--- src/sv/pmnc_pkg.sv ---
`timescale 1ns / 1ps
// Shared constants, types and helper functions of the palette merge block.
package pmnc_pkg;

  localparam int PALETTE_DEPTH_DEF = 256;
  localparam int MEMO_DEPTH_DEF    = 512;

  localparam int CMD_W   = 3;
  localparam int COLOR_W = 32;
  localparam int IDX_W   = 8;
  localparam int KIND_W  = 2;
  localparam int PSIZE_W = 9;
  localparam int THR_W   = 10;
  localparam int KEY_W   = 24;
  localparam int SUM_W   = 10;

  localparam logic [CMD_W-1:0] CMD_CLEAR  = 3'd0;
  localparam logic [CMD_W-1:0] CMD_APPEND = 3'd1;
  localparam logic [CMD_W-1:0] CMD_NEWSRC = 3'd2;
  localparam logic [CMD_W-1:0] CMD_MAP    = 3'd3;
  localparam logic [CMD_W-1:0] CMD_READ   = 3'd4;

  localparam logic [KIND_W-1:0] KIND_MEMO    = 2'd0;
  localparam logic [KIND_W-1:0] KIND_EXACT   = 2'd1;
  localparam logic [KIND_W-1:0] KIND_NEAREST = 2'd2;
  localparam logic [KIND_W-1:0] KIND_NONE    = 2'd3;

  localparam logic [THR_W-1:0] THR_RESET = 10'd36;
  localparam logic [SUM_W-1:0] NO_DIFF   = 10'd768;

  typedef enum logic [3:0] {
    S_IDLE,
    S_DECODE,
    S_MSCAN,
    S_PSCAN,
    S_MINS_KEY,
    S_MSCAN2,
    S_MINS_CHK,
    S_RDWAIT,
    S_DONE
  } state_t;

  typedef struct packed {
    logic in_load;
    logic clear_all;
    logic clear_memo;
    logic do_append;
    logic mscan_start;
    logic mscan_run;
    logic key_sel_best;
    logic pscan_start;
    logic pscan_run;
    logic set_memo_hit;
    logic set_exact;
    logic set_nearest;
    logic memo_ins;
    logic rd_issue;
    logic rd_capture;
    logic out_load;
  } ctrl_cmd_t;

  typedef struct packed {
    logic [CMD_W-1:0] cmd;
    logic             pal_full;
    logic             rd_in_range;
    logic             ms_hit;
    logic             ms_end;
    logic             ps_exact;
    logic             ps_end;
    logic             use_near;
    logic             keys_differ;
  } ctrl_sts_t;

  function automatic logic [7:0] absdiff8(input logic [7:0] a, input logic [7:0] b);
    absdiff8 = (a > b) ? (a - b) : (b - a);
  endfunction

  function automatic logic [SUM_W-1:0] rgb_sum(input logic [KEY_W-1:0] p,
                                               input logic [KEY_W-1:0] c);
    rgb_sum = SUM_W'(absdiff8(p[7:0], c[7:0]))
            + SUM_W'(absdiff8(p[15:8], c[15:8]))
            + SUM_W'(absdiff8(p[23:16], c[23:16]));
  endfunction

endpackage

--- src/sv/pmnc_ctrl.sv ---
`timescale 1ns / 1ps
// Controller state machine that sequences each command through the datapath.
module pmnc_ctrl (
  input  logic                 clk,
  input  logic                 rst_n,
  input  logic                 in_valid,
  output logic                 in_stall,
  output logic                 out_valid,
  input  logic                 out_stall,
  input  pmnc_pkg::ctrl_sts_t  sts,
  output pmnc_pkg::ctrl_cmd_t  cmd
);
  import pmnc_pkg::*;

  state_t state_r, state_nxt;
  logic   out_valid_r, out_valid_nxt;

  assign in_stall  = (state_r != S_IDLE);
  assign out_valid = out_valid_r;

  always_ff @(posedge clk) begin
    if (!rst_n) begin
      state_r     <= S_IDLE;
      out_valid_r <= 1'b0;
    end else begin
      state_r     <= state_nxt;
      out_valid_r <= out_valid_nxt;
    end
  end

  always_comb begin
    out_valid_nxt = out_valid_r;
    if (cmd.out_load) begin
      out_valid_nxt = 1'b1;
    end else if (!out_stall) begin
      out_valid_nxt = 1'b0;
    end
  end

  // Next state.
  always_comb begin
    state_nxt = state_r;
    unique case (state_r)
      S_IDLE: begin
        if (in_valid) begin
          state_nxt = S_DECODE;
        end
      end
      S_DECODE: begin
        unique case (sts.cmd)
          CMD_MAP:  state_nxt = S_MSCAN;
          CMD_READ: state_nxt = sts.rd_in_range ? S_RDWAIT : S_DONE;
          default:  state_nxt = S_DONE;
        endcase
      end
      S_MSCAN: begin
        if (sts.ms_hit) begin
          state_nxt = S_DONE;
        end else if (sts.ms_end) begin
          state_nxt = S_PSCAN;
        end
      end
      S_PSCAN: begin
        if (sts.ps_exact) begin
          state_nxt = S_MINS_KEY;
        end else if (sts.ps_end) begin
          state_nxt = sts.use_near ? S_MSCAN2 : S_DONE;
        end
      end
      S_MINS_KEY: state_nxt = S_DONE;
      S_MSCAN2: begin
        if (sts.ms_hit || sts.ms_end) begin
          state_nxt = S_MINS_CHK;
        end
      end
      S_MINS_CHK: state_nxt = S_DONE;
      S_RDWAIT:   state_nxt = S_DONE;
      S_DONE: begin
        if (!out_valid_r || !out_stall) begin
          state_nxt = S_IDLE;
        end
      end
      default: state_nxt = S_IDLE;
    endcase
  end

  // Commands to the datapath.
  always_comb begin
    cmd = '0;
    unique case (state_r)
      S_IDLE: cmd.in_load = in_valid;
      S_DECODE: begin
        unique case (sts.cmd)
          CMD_CLEAR:  cmd.clear_all   = 1'b1;
          CMD_APPEND: cmd.do_append   = !sts.pal_full;
          CMD_NEWSRC: cmd.clear_memo  = 1'b1;
          CMD_MAP:    cmd.mscan_start = 1'b1;
          CMD_READ:   cmd.rd_issue    = sts.rd_in_range;
          default:    cmd = '0;
        endcase
      end
      S_MSCAN: begin
        cmd.mscan_run = 1'b1;
        if (sts.ms_hit) begin
          cmd.set_memo_hit = 1'b1;
        end else if (sts.ms_end) begin
          cmd.pscan_start = 1'b1;
        end
      end
      S_PSCAN: begin
        cmd.pscan_run = 1'b1;
        if (sts.ps_exact) begin
          cmd.set_exact = 1'b1;
        end else if (sts.ps_end) begin
          if (sts.use_near) begin
            cmd.set_nearest  = 1'b1;
            cmd.mscan_start  = 1'b1;
            cmd.key_sel_best = 1'b1;
          end else begin
            cmd.do_append = !sts.pal_full;
          end
        end
      end
      S_MINS_KEY: cmd.memo_ins = 1'b1;
      S_MSCAN2: begin
        // The nearest entry's own key goes in only when the scan missed it.
        cmd.mscan_run    = 1'b1;
        cmd.key_sel_best = 1'b1;
        cmd.memo_ins     = sts.ms_end && !sts.ms_hit;
      end
      S_MINS_CHK: cmd.memo_ins   = sts.keys_differ;
      S_RDWAIT:   cmd.rd_capture = 1'b1;
      S_DONE:     cmd.out_load   = !out_valid_r || !out_stall;
      default:    cmd = '0;
    endcase
  end

endmodule

--- config.mk ---
export PLATFORM = sky130hd
export DESIGN_NAME = pmnc_ctrl
export DESIGN_NICKNAME = d
export VERILOG_FILES = /design/src/sv/pmnc_pkg.sv /design/src/sv/pmnc_ctrl.sv
export SDC_FILE = /design/constraint.sdc
export NUM_CORES = 1
export LEC_CHECK = 0
export BUFFER_PORTS_ARGS = -buffer_cell sky130_fd_sc_hd__buf_2
export CAP_MARGIN = 10
export CORE_UTILIZATION = 47
export DETAILED_ROUTE_END_ITERATION = 8
export PLACE_DENSITY = 0.83
export SYNTH_ARGS = -nofsm -noshare
export SYNTH_HDL_FRONTEND = slang
export SYNTH_SLANG_ARGS = --single-unit
--- constraint.sdc ---
create_clock -name clk -period 3.6 [get_ports clk]
set_clock_uncertainty 0.1 [all_clocks]
set_input_delay 0.36 -clock clk [delete_from_list [all_inputs] [get_ports clk]]
set_output_delay 0.36 -clock clk [all_outputs]
set_load 0.02 [all_outputs]
==> impl_metrics.csv, run 1 <==
group,metric,value,unit
setup_path,end_kind,"primary output",
routing,initialDrtViolationCount,16,
synthesis,netlist_area,636.9,sq um
clock_network,cts.path.max_buffers,2,
floorplanning,dieArea,1506,sq um
synthesis,ys.flop_type,"dfxtp_1",
sta,max_freq,398.3,MHz
global_routing,grt.met3_usage,0.06936,
floorplanning,coreArea,1186,sq um
global_routing,grt_pass1_wl,2.490,mm
layout,layout-area-overhead-vs-synth,24.75,%
setup_path,crit_chain,"nand4bb_1 -> nor2_1 -> nand3b_1 -> a2111oi_1 -> buf_2",
setup_path,r2r-end,"state_r[2]",
global_routing,grt-busiest-layer,"met2",
hold_path,min_to,"state_r[3]",
routing,wl_per_cell,12.90,um
synthesis,synth_simple_gate_area_frac,0.4872,
layout,n_antenna_cell,0,
hold_path,min_from,"rst_n",
setup_path,crit_family,"flip-flops",
routing,vias,730,
layout,fin_nets,126,
clock_network,cts_tree,"built",
clock_network,htree_levels,1,
setup_path,cp.arrival,2050,ps
sta,finalCritPeriodShare,0.6975,
sta,worstMarginPinSlew,608.3,ps
synthesis,synthAdderAreaFrac,0,
sta,slew_headroom,0.5939,
routing,vias_per_cell,5.887,
layout,fill_cells,103,
global_routing,grt_usage,0.2336,
global_routing,use_met2,0.4083,
setup_path,max_stage_delay,660,ps
clock_network,cts_resized,0,
synthesis,seq_area_frac_synth,0.1572,
clock_network,clock_latency,240,ps
hold_path,hold_path.class,"primary input to flip-flop",
setup_path,crit_type,"flip-flop to primary output",
sta,setup_tns,0,ps
global_routing,gr-total-overflow,0,
setup_path,startpoint_type,"flip-flop",
setup_path,crit_required,3140,ps
floorplanning,dieWidth,38.81,um
job,maxCapViolations,0,
outcome,status,"completed",
power_and_ir_drop,power.leakage,0.0003839,uW
synthesis,synth_fp_nets,96,
place,dp_hpwl,1.205,mm
floorplanning,initial_core_util,0.5369,
hold_path,whs_path_depth,2,
floorplanning,num_rows,12,
synthesis,synth_xor_area_frac,0,
synthesis,synth-async-reset-ratio,0,
synthesis,synth_top_family_by_area,"simple AND/OR/NAND/NOR gates",
synthesis,synth_compound_area_frac,0.2181,
synthesis,postSynthAreaPerCell,7.862,sq um
place,port_buffers,32,
clock_network,cts.clk_slew.worst_paths,50,ps
routing,drtPass1Iterations,4,
clock_network,hold_buffers,0,
setup_path,r2r_slack,1590,ps
routing,drc,0,
sta,rsz0062_at_grt,"no",
power_and_ir_drop,p_per_area,538.0,nW/um^2
synthesis,netlist-cell-type-count,42,
place,routabilityCongestion,0.8178,
setup_path,reg2reg_from,"state_r[1]",
routing,totalWireLength,1.600,mm
sta,timing.final.crit_period,2511,ps
clock_network,cts-root-buf,"clkbuf_4",
clock_network,numClockSinks,5,
setup_path,cp_slowest_cell,"dfxtp_1",
layout,drive_gt1_frac,0.4091,
clock_network,post-cts-setup-buffers,0,
floorplanning,die_h,38.81,um
floorplanning,ios,33,
setup_path,path_buf_inv,1,
synthesis,synthCells,81,
sta,finalHoldViolCount,0,
setup_path,cp_max_fo,19,
power_and_ir_drop,vdd_drop_max,238.9,uV
clock_network,numCtsBuffers,3,
synthesis,ys_warn_count,0,
synthesis,synth_edf_count,0,
sta,slew_viol_final,0,
sta,setup_violations,0,
global_routing,met1_usage,0.2966,
global_routing,first_global_vias,594,
global_routing,antenna_found_initial,0,
layout,postLayoutCoreUtil,0.6698,
synthesis,synth.area.mux_share,0.04715,
global_routing,grt_max_degree,21,
routing,ant_nets,0,
setup_path,worstRegToRegCells,4,
synthesis,yosys_register_bits,5,
==> synth_stat cells, drive strengths merged, types with 2 or more instances <==
cell     instances  share of area
nand2            7          0.041
inv              3          0.018
nor3b            2          0.024
or4b             2          0.043
dfxtp            5           0.16
and3             2          0.020
clkbuf           2          0.012
mux2i            3          0.047
nor4             4          0.049
nor3             3          0.031
o21ai            3          0.024
buf              5          0.061
nor2             8          0.047
a2111oi          2          0.029
a21oi            2          0.016
nand2b           2          0.020
nor2b            2          0.020
nand3b           3          0.035
nand4bb          3          0.053
o31ai            2          0.031
o22ai            2          0.029
==> report_power, final <==
part | switching [uW] | internal, uW
combinational | 126 | 115
clock | 23.6 | 41.9
sequential | 50.9 | 70.2
total | 200 | 227
==> layout make-up <==
type | count | area (sq um) | share of cell area
clock buffers | 4 | 26.28 | 0.03307
inverters | 3 | 11.26 | 0.01417
multi-input cells | 66 | 479.2 | 0.6032
flip-flops and latches | 5 | 100.1 | 0.1260
well taps | 14 | 17.52 | 0.02205
repair buffers | 32 | 160.2 | 0.2016
==> cell usage in the layout (no fill, tap or decap), drive strengths merged <==
cell,netlist,final
o211ai,1,1
o21ai,3,3
nor2,8,8
a31o,1,1
a21boi,1,1
nor3,3,3
a21oi,2,2
nand4bb,3,3
or4,1,1
or4b,2,2
or3b,1,1
o22ai,2,2
clkbuf,2,4
and3b,1,1
nand3b,3,3
inv,3,3
nor3b,2,2
and3,2,2
a2111oi,2,2
nand4,1,1
o31ai,2,2
nor4,4,4
nand2b,2,2
nand3,1,1
buf,5,32
nand2,7,7
o221ai,1,1
o221a,1,1
mux2i,3,3
or3,1,1
a211oi,1,1
nor2b,2,2
nor4b,1,1
dfxtp,5,5
and2,1,1
==> state kept, by name, summed over array words and instances, names as in the netlist <==
signal and cells:
state_r 4, out_valid 1
==> per-layer routing <==
metal	share of wire	vias up
met5	0	-
li1	-	368
met3	0.045	0
met2	0.50	28
met1	0.46	334
met4	0	0
==> through the flow <==
stage / instance area, sq um / std cells / hold WS [ps] / worst slack [ps] / total power (uW)
4_1_cts: 794.5 / 124 / 324.2 / 1088 / 428.2
3_3_place_gp: 768.2 / 120 / 463.5 / 1428 / 352.4
3_5_place_dp: 768.2 / 120 / 463.8 / 1382 / 360.4
2_1_floorplan: 636.9 / 81 / 401.9 / 1310 / 311.8
5_1_grt: 794.5 / 124 / 342.1 / 852.5 / 457.5
6_report: 794.5 / 124 / 331.5 / 1089 / 427.4
==> cells by family after synthesis <==
logic type,after synthesis
AND/OR/NAND/NOR,46
buffers and inverters,10
multiplexers,3
flip-flops,5
AO/OA/AOI/OAI,17
==> worst max-delay path by stage <==
stage	from	endpoint	slack [ps]	cells past startpoint
5_1_grt	state_r[1]	cmd[12]	850	5
4_1_cts	state_r[1]	cmd[12]	1090	5
3_5_place_dp	state_r[1]	cmd[12]	1380	5
3_3_place_gp	state_r[1]	cmd[12]	1430	5
6_report	state_r[1]	cmd[12]	1090	5
2_1_floorplan	state_r[3]	cmd[12]	1310	5
==> worst register-to-register path: stages (launching register included) <==
cell and delay, ps:
dfxtp_1 660, or4b_4 570, a211oi_2 230, or3_4 200, mux2i_1 190
Power figures use the tool's default switching activity.
==> run 2, diff against run 1 <==
--- a/config.mk
+++ b/config.mk
@@ -5,11 +5,12 @@
 export SDC_FILE = /design/constraint.sdc
 export NUM_CORES = 1
 export LEC_CHECK = 0
+export ABC_AREA = 1
 export BUFFER_PORTS_ARGS = -buffer_cell sky130_fd_sc_hd__buf_2
 export CAP_MARGIN = 10
-export CORE_UTILIZATION = 47
+export CORE_UTILIZATION = 42
 export DETAILED_ROUTE_END_ITERATION = 8
-export PLACE_DENSITY = 0.83
+export PLACE_DENSITY = 0.77
 export SYNTH_ARGS = -nofsm -noshare
 export SYNTH_HDL_FRONTEND = slang
 export SYNTH_SLANG_ARGS = --single-unit
==> constraint.sdc (replaced) <==
create_clock -name clk -period 2.6 [get_ports clk]
set_clock_uncertainty 0.1 [all_clocks]
set_input_delay 0.26 -clock clk [delete_from_list [all_inputs] [get_ports clk]]
set_output_delay 0.26 -clock clk [all_outputs]
set_load 0.02 [all_outputs]
==> impl_metrics.csv, run 2 <==
group,metric,value,unit
hold_path,min_to,"out_valid",
setup_path,r2r-end,"state_r[0]",
synthesis,netlist-cell-type-count,17,
synthesis,netlist_area,590.6,sq um
synthesis,ys.flop_type,"dfxtp_1",
sta,max_freq,514.6,MHz
layout,fin_nets,160,
routing,ant_nets,0,
setup_path,cp_slowest_cell,"dfxtp_1",
sta,setup_violations,0,
hold_path,min_from,"out_stall",
routing,vias,750,
routing,vias_per_cell,4.717,
layout,layout-area-overhead-vs-synth,33.47,%
clock_network,numCtsBuffers,3,
hold_path,hold_path.class,"primary input to flip-flop",
power_and_ir_drop,vdd_drop_max,201.7,uV
sta,fin_ws,656.7,ps
layout,postLayoutCoreUtil,0.6058,
sta,slew_viol_final,0,
synthesis,synth_fp_nets,124,
global_routing,first_global_vias,624,
synthesis,seq_area_frac_synth,0.1695,
job,maxCapViolations,0,
setup_path,worstRegToRegCells,6,
global_routing,grt_usage,0.2291,
synthesis,yosysTopAreaCellShare,0.1695,
clock_network,cts_resized,0,
layout,top_register,"state_r",
place,dp_hpwl,1.385,mm
synthesis,ys_top_cells_by_area,"dfxtp_1, nand2_1, inv_1",
floorplanning,initial_core_util,0.4538,
setup_path,end_kind,"primary output",
clock_network,post-cts-setup-buffers,0,
synthesis,synth_compound_area_frac,0.1271,
synthesis,synthAdderAreaFrac,0,
clock_network,cts.path.max_buffers,2,
clock_network,htree_levels,1,
power_and_ir_drop,power,319.3,uW
clock_network,clock_latency,230,ps
sta,slew_headroom,0.8081,
global_routing,grt_pass1_wl,2.435,mm
synthesis,synth-async-reset-ratio,0,
layout,drive_gt1_frac,0.3542,
global_routing,gr-total-overflow,0,
layout,fill_cells,140,
layout,largest_register_ffs,4,
setup_path,cp.arrival,1580,ps
clock_network,numClockSinks,5,
layout,stdcell_area,788.3,sq um
clock_network,cts-root-buf,"clkbuf_4",
clock_network,cts_tree,"built",
outcome,status,"finished with violations",
routing,drtPass1Iterations,6,
sta,setup_tns,0,ps
routing,totalWireLength,1.542,mm
synthesis,synth_top_family_by_area,"simple AND/OR/NAND/NOR gates",
synthesis,yosys_register_bits,5,
routing,initialDrtViolationCount,21,
clock_network,cts.clk_slew.worst_paths,40,ps
place,pre_cts_ws,925.3,ps
setup_path,startpoint_type,"flip-flop",
floorplanning,ios,33,
routing,wl_per_cell,9.698,um
setup_path,reg2reg_from,"state_r[3]",
synthesis,synth_commonest_cells,"nand2_1, inv_1, nor2_1",
outcome,violations,"design-rule violations",
place,port_buffers,32,
routing,drc,2,
setup_path,max_stage_delay,440,ps
place,routabilityCongestion,0.8594,
clock_network,hold_buffers,0,
global_routing,grt_max_degree,7,
sta,finalCritPeriodShare,0.7474,
synthesis,synth_largest_area_cell,"dfxtp_1",
floorplanning,dieArea,1560,sq um
sta,finalHoldViolCount,0,
floorplanning,coreArea,1301,sq um
sta,worstMarginPinSlew,287.6,ps
setup_path,r2r_slack,1230,ps
floorplanning,num_rows,13,
synthesis,synth_xor_area_frac,0,
setup_path,crit_chain,"nand2_2 -> nor2_4 -> nand2_1 -> nor2_1 -> inv_1 -> o21ai_0 -> buf_2",
synthesis,synth_simple_gate_area_frac,0.5445,
setup_path,cp_max_fo,6,
floorplanning,die_h,39.50,um
layout,mostFrequentLayoutCells,"buf_2, nand2_1, inv_1",
synthesis,ys_warn_count,0,
synthesis,synth_edf_count,0,
synthesis,postSynthAreaPerCell,5.418,sq um
sta,rsz0062_at_grt,"no",
power_and_ir_drop,p_per_area,405.1,nW/um^2
place,place_area,762.0,sq um
floorplanning,dieWidth,39.50,um
power_and_ir_drop,power.leakage,0.0004880,uW
hold_path,whs_path_depth,3,
synthesis,synthCells,109,
setup_path,crit_required,2240,ps
setup_path,crit_type,"flip-flop to primary output",
sta,timing.final.crit_period,1943,ps
layout,layout_commonest_cell,"buf_2",
synthesis,synth.area.mux_share,0,
synthesis,yosysMostFrequentCell,"nand2_1",
global_routing,antenna_found_initial,0,
layout,n_antenna_cell,0,
run 2: cell count changes in the layout (fill, tap and decap cells not counted), sizes merged, moves of 3 or more:
cell / delta
nand2: +20
nand4bb: -3
mux2i: -3
nor4: -4
inv: +20
a21oi: +5
nor2: +18
nand3b: -3
nand3: +10
run 2: power breakdown:
group	internal, uW	leakage, uW	total, uW	switching [uW]
logic	48.4	0.000432	142	93.1
clock network	57.7	0.0000150	84.9	27.2
registers	83.9	0.0000407	92.8	8.89
run 2: kinds of logic after synthesis:
family | Yosys count
and+or+nand+nor | 68
buffers and inverters | 24
AOI/OAI and AO/OA | 12
DFF | 5
run 2: layout make-up:
class | instances | area [sq um] | area share
clock buffers | 4 | 26.28 | 0.03333
inverters | 23 | 86.33 | 0.1095
multi-input cells | 80 | 396.6 | 0.5032
flip-flops and latches | 5 | 100.1 | 0.1270
well taps | 15 | 18.77 | 0.02381
repair buffers | 32 | 160.2 | 0.2032
run 2: metal layers:
layer  vias up  global-route usage  routed length (um)
li1        406                   -                   -
met1       314              0.2644                 694
met2        28              0.4262                 730
met3         2             0.06250                 109
met4         0             0.01724                   8
met5         -                   0                   0
run 2: worst max-delay path by stage:
stage / startpoint / to / slack, ps / depth (start not counted)
after floorplan: state_r[0] / cmd[11] / 760 / 6
after global placement: state_r[0] / cmd[12] / 1020 / 7
after detailed placement: state_r[0] / cmd[11] / 930 / 7
after CTS: state_r[0] / cmd[11] / 670 / 7
after global routing: state_r[0] / cmd[11] / 560 / 7
final: state_r[0] / cmd[11] / 660 / 7
run 2: per-stage QoR:
step	instances	hold WS (ps)
floorplan	109	330.8
global placement	155	365.0
detailed placement	155	367.7
CTS	159	198.9
global route	159	219.1
finish	159	202.1
run 2: critical path: cells and delay by family, from the launching register on:
kind	cells	cell delay [ps]
buf+inv	2	290
simple gates	4	520
compound gates	1	100
flops	1	440
